===== src/sv/rhh_pkg.sv =====
// Shared types and codes for the Robin Hood hash table.
package rhh_pkg;

    typedef enum logic [1:0] {
        CMD_FIND   = 2'd0,
        CMD_INSERT = 2'd1,
        CMD_REMOVE = 2'd2,
        CMD_CLEAR  = 2'd3
    } t_cmd;

    typedef enum logic [1:0] {
        ST_OK        = 2'd0,
        ST_NOT_FOUND = 2'd1,
        ST_FULL      = 2'd2
    } t_status;

endpackage


===== src/sv/rhh_front.sv =====
// Front end: accepts commands, works out the home slot by serial remainder, queues work.
module rhh_front
    import rhh_pkg::*;
#(
    parameter int SLOTS    = 256,
    parameter int KEY_BITS = 32,
    localparam int AW      = $clog2(SLOTS),
    localparam int CW      = $clog2(SLOTS + 1),
    localparam int QW      = 2 + KEY_BITS + AW
) (
    input  logic          i_clk,
    input  logic          i_rst_n,
    input  logic          i_cmd_valid,
    output logic          o_cmd_ready,
    input  logic [1:0]    i_command,
    input  logic [31:0]   i_key,
    input  logic [31:0]   i_hash,
    input  logic [CW-1:0] i_buckets,
    input  logic          i_flush,
    output logic          o_q_valid,
    input  logic          i_q_ready,
    output logic [QW-1:0] o_q_data
);
    logic                r_busy, n_busy;
    logic [5:0]          r_cnt, n_cnt;
    logic [31:0]         r_hash, n_hash;
    logic [CW:0]         r_rem, n_rem;
    logic [1:0]          r_cmd, n_cmd;
    logic [KEY_BITS-1:0] r_key, n_key;
    logic [QW-1:0]       r_q [2];
    logic [1:0]          r_qv, n_qv;
    logic                r_wp, r_rp;
    logic                push, pop;
    logic [CW:0]         shifted;

    assign o_cmd_ready = !r_busy && !i_flush;
    assign shifted     = {r_rem[CW-1:0], r_hash[31]};
    assign push        = r_busy && (r_cnt == 6'd32) && !r_qv[r_wp];
    assign o_q_valid   = r_qv[r_rp];
    assign o_q_data    = r_q[r_rp];
    assign pop         = o_q_valid && i_q_ready;

    always_comb begin
        n_qv = r_qv;
        if (push) begin
            n_qv[r_wp] = 1'b1;
        end
        if (pop) begin
            n_qv[r_rp] = 1'b0;
        end
    end

    always_comb begin
        n_busy = r_busy;
        n_cnt  = r_cnt;
        n_hash = r_hash;
        n_rem  = r_rem;
        n_cmd  = r_cmd;
        n_key  = r_key;
        if (i_cmd_valid && o_cmd_ready) begin
            n_busy = 1'b1;
            n_cnt  = '0;
            n_hash = i_hash;
            n_rem  = '0;
            n_cmd  = i_command;
            n_key  = KEY_BITS'(i_key);
        end else if (r_busy && r_cnt != 6'd32) begin
            n_hash = {r_hash[30:0], 1'b0};
            n_cnt  = r_cnt + 6'd1;
            if (shifted >= {1'b0, i_buckets}) begin
                n_rem = shifted - {1'b0, i_buckets};
            end else begin
                n_rem = shifted;
            end
        end else if (push) begin
            n_busy = 1'b0;
        end
    end

    always_ff @(posedge i_clk) begin
        if (!i_rst_n || i_flush) begin
            r_busy <= 1'b0;
            r_cnt  <= '0;
            r_qv   <= '0;
            r_wp   <= 1'b0;
            r_rp   <= 1'b0;
        end else begin
            r_busy <= n_busy;
            r_cnt  <= n_cnt;
            r_qv   <= n_qv;
            if (push) begin
                r_wp <= !r_wp;
            end
            if (pop) begin
                r_rp <= !r_rp;
            end
        end
        r_hash <= n_hash;
        r_rem  <= n_rem;
        r_cmd  <= n_cmd;
        r_key  <= n_key;
        if (push) begin
            r_q[r_wp] <= {r_cmd, r_key, r_rem[AW-1:0]};
        end
    end
endmodule


===== config.mk =====
export PLATFORM = sky130hd
export DESIGN_NAME = rhh_front
export DESIGN_NICKNAME = d
export VERILOG_FILES = /design/src/sv/rhh_pkg.sv /design/src/sv/rhh_front.sv
export SDC_FILE = /design/constraint.sdc
export NUM_CORES = 1
export LEC_CHECK = 0
export BUFFER_PORTS_ARGS = -buffer_cell sky130_fd_sc_hd__buf_2
export CAP_MARGIN = 25
export CORE_MARGIN = 2
export CORE_UTILIZATION = 39
export DETAILED_ROUTE_END_ITERATION = 12
export PLACE_DENSITY = 0.66
export SLEW_MARGIN = 20
export SYNTH_ARGS = -nofsm -noshare
export SYNTH_HDL_FRONTEND = slang
export SYNTH_SLANG_ARGS = --single-unit

===== constraint.sdc =====
create_clock -name i_clk -period 3.9 [get_ports i_clk]
set_input_delay 0.195 -clock i_clk [delete_from_list [all_inputs] [get_ports i_clk]]
set_output_delay 0.195 -clock i_clk [all_outputs]
set_load 0.05 [all_outputs]

==> flow_metrics.env <==
export IMPL_outcome="finished, final reports clean"
export IMPL_start_util=0.398
export IMPL_io_buffer_count=123
export IMPL_route_met3_wl_microns=840
export IMPL_cts_buffers=17
export IMPL_worst_pin_slew_ns=1.01
export IMPL_grt_pass1_wl_mm=20.5
export IMPL_crit_required_ns=4.02
export IMPL_cp_max_fo=22
export IMPL_rsz0062_at_grt="false"
export IMPL_first_pass_iters=5
export IMPL_grt_pass1_vias=4162
export IMPL_clkTransAtPathRegs_ns=0.06
export IMPL_ys_async_sr_fraction=0
export IMPL_slew_headroom=0.328
export IMPL_gp_congestion=0.816
export IMPL_wirelength_mm=13.6
export IMPL_n_antenna_cell=0
export IMPL_cts_tree="done"
export IMPL_grt_max_degree=43
export IMPL_synth_edf_count=150
export IMPL_worstPathArrival_ns=2.57
export IMPL_final_nets=732
export IMPL_syn_area_sq_um=6860
export IMPL_coreArea_sq_um=17200
export IMPL_die_area_sq_um=18700
export IMPL_post_cts_buffers=0
export IMPL_avgSynthCellArea_sq_um=14.5
export IMPL_drive_gt1_frac=0.332
export IMPL_grt_usage=0.148
export IMPL_dp_hpwl_mm=9.18
export IMPL_yosysMostFrequentCell="edfxtp_1"
export IMPL_finalCritPeriodShare=0.630
export IMPL_num_rows=48
export IMPL_yosys_area_top_type="edfxtp_1"
export IMPL_avgViaCountPerCell=4.78
export IMPL_synthFlopType="edfxtp_1"
export IMPL_synth_common_cells="edfxtp_1 (150), nand2_1 (103), mux2_2 (45), dfxtp_1 (21), nand3_1 (20)"
export IMPL_min_period_ns=2.46
export IMPL_drv_cap=0
export IMPL_die_width_microns=137
export IMPL_hold_viol_final=0
export IMPL_top_layer_used="met4"
export IMPL_clock_sink_count=171
export IMPL_grt_overflow_total=0
export IMPL_p_leak_nw=3.35
export IMPL_hold_class="in -> reg"
export IMPL_die_h_microns=137
export IMPL_dp_cells=812
export IMPL_powerDensity_nw_per_um2=465
export IMPL_drt_iter0_markers=249
export IMPL_worst_clock_skew_ns=0.00743
export IMPL_tns_ns=0
export IMPL_yosys_warnings=0
export IMPL_drcViolationCount=0
export IMPL_clock_latency_ns=0.42
export IMPL_synth_cells=472
export IMPL_fmaxAchievable_ghz=0.407
export IMPL_routedWlPerCell_microns=15.5
export IMPL_synth_seq_area_share=0.718
export IMPL_finalSetupViolCount=0
export IMPL_syn2layout_area_growth_pct=26.2
export IMPL_vias=4200
export IMPL_synth_area_leaders="edfxtp_1 (66%), mux2_2 (7.4%), dfxtp_1 (6.1%)"
export IMPL_cp_end_kind="flop"
export IMPL_total_power_mw=4.02
export IMPL_crit_type="reg -> reg"
export IMPL_pin_count=124
export IMPL_cts_root_buffer="clkbuf_16"
export IMPL_antenna_found_initial=0
export IMPL_start_kind="flop"
export IMPL_ctsHtreeMaxLevel=4
export IMPL_clockBufferDepth=2
export IMPL_synth_distinct_cells=45
export IMPL_ant_nets=0
export IMPL_fin_cells=878
export IMPL_yosysTopAreaCellShare=0.657
export IMPL_synth_nets=564
export IMPL_wl_met2_mm=6.46
export IMPL_slew_viol_final=0
export IMPL_peakVddDrop_mv=0.318
export IMPL_wl_met1_mm=6.09
export IMPL_ys_seq_elements=171
-- flip-flops by register name, indices dropped and copies added, names as in the netlist, named ones only --
name / cells
r_key: 32
r_qv: 2
r_rp: 1
r_busy: 1
r_cmd: 2
r_q: 84
r_rem: 9
r_cnt: 6
r_hash: 32
r_wp: 1
-- critical path, cell delays in order (launching register included) --
cell	delay, ns
dfxtp_1	0.35
inv_1	0.07
ha_1	0.13
nor4b_2	0.29
nand4_1	0.34
nor2_4	0.62
buf_4	0.35
-- power breakdown --
| group | internal [mW] | switching, mW |
|---|---|---|
| Combinational | 0.159 | 0.192 |
| Sequential | 2.06 | 0.0396 |
| Clock | 0.887 | 0.681 |
| Total | 3.11 | 0.913 |
-- final timing paths --
path | start | endpoint | slack (ns) | cells past startpoint
min reg2reg | r_key[27] | r_q[0][35] | 0.44 | 0
max reg2reg | r_cnt[0] | r_q[0][11] | 1.44 | 6
max | r_cnt[0] | r_q[0][11] | 1.44 | 6
min | i_hash[12] | r_hash[12] | 0.03 | 3
-- logic make-up (layout without fill, tap and decap cells) --
| group | after synthesis | after routing | synth area share |
|---|---|---|---|
| flops | 171 | 171 | 0.718 |
| buf+inv | 34 | 215 | 0.0208 |
| mux | 49 | 49 | 0.0797 |
| xor+xnor | 10 | 10 | 0.0128 |
| compound gates | 40 | 40 | 0.0460 |
| simple gates | 156 | 156 | 0.0996 |
| fa+ha+maj | 12 | 12 | 0.0230 |
-- placed cells by master (no fill, tap or decap), drive strengths merged, types with 4 or more instances in the layout --
| cell type | instances |
|---|---|
| a311oi | 4 |
| inv | 22 |
| mux2i | 4 |
| xnor2 | 6 |
| nand3 | 22 |
| a21oi | 10 |
| ha | 11 |
| o21ai | 4 |
| xor2 | 4 |
| clkbuf | 20 |
| mux2 | 45 |
| buf | 132 |
| dlygate4sd3 | 34 |
| o311ai | 4 |
| nand2 | 103 |
| nor2 | 13 |
| dfxtp | 21 |
| edfxtp | 150 |
-- layer usage --
metal	vias to the layer above	GRT usage
met5	-	0
met3	14	0.0411
met2	134	0.243
li1	2062	-
met1	1990	0.187
met4	0	0.0521
-- layout make-up --
cell class              count  area [sq um]
repair buffers            166          1020
multi-input cells         267          1810
clock buffers              20           437
fillers                  1501          8580
well taps                 225           282
inverters                  17          63.8
flip-flops and latches    171          4930
clock inverters            12           115
-- timing repair --
| action | 4_1_cts | 5_1_grt |
|---|---|---|
| resized for setup | 0 | 0 |
| endpoints found under the setup margin | 0 | 0 |
| endpoints found under the hold margin | 34 | 0 |
| hold buffers | 34 | 0 |
-- per-stage QoR --
| step | setup WS [ns] | utilization | hold WS (ns) | area [sq um] |
|---|---|---|---|---|
| 2_1_floorplan | 0.669 | - | 0.294 | 6860 |
| 3_3_place_gp | 1.53 | 0.450 | 0.375 | 7760 |
| 3_5_place_dp | 1.41 | 0.450 | 0.374 | 7760 |
| 4_1_cts | 1.41 | 0.502 | 0.0113 | 8650 |
| 5_1_grt | 1.29 | 0.502 | 0.0147 | 8650 |
| 6_report | 1.44 | 0.502 | 0.0326 | 8650 |
No activity file was read; power rests on OpenSTA's default activity.
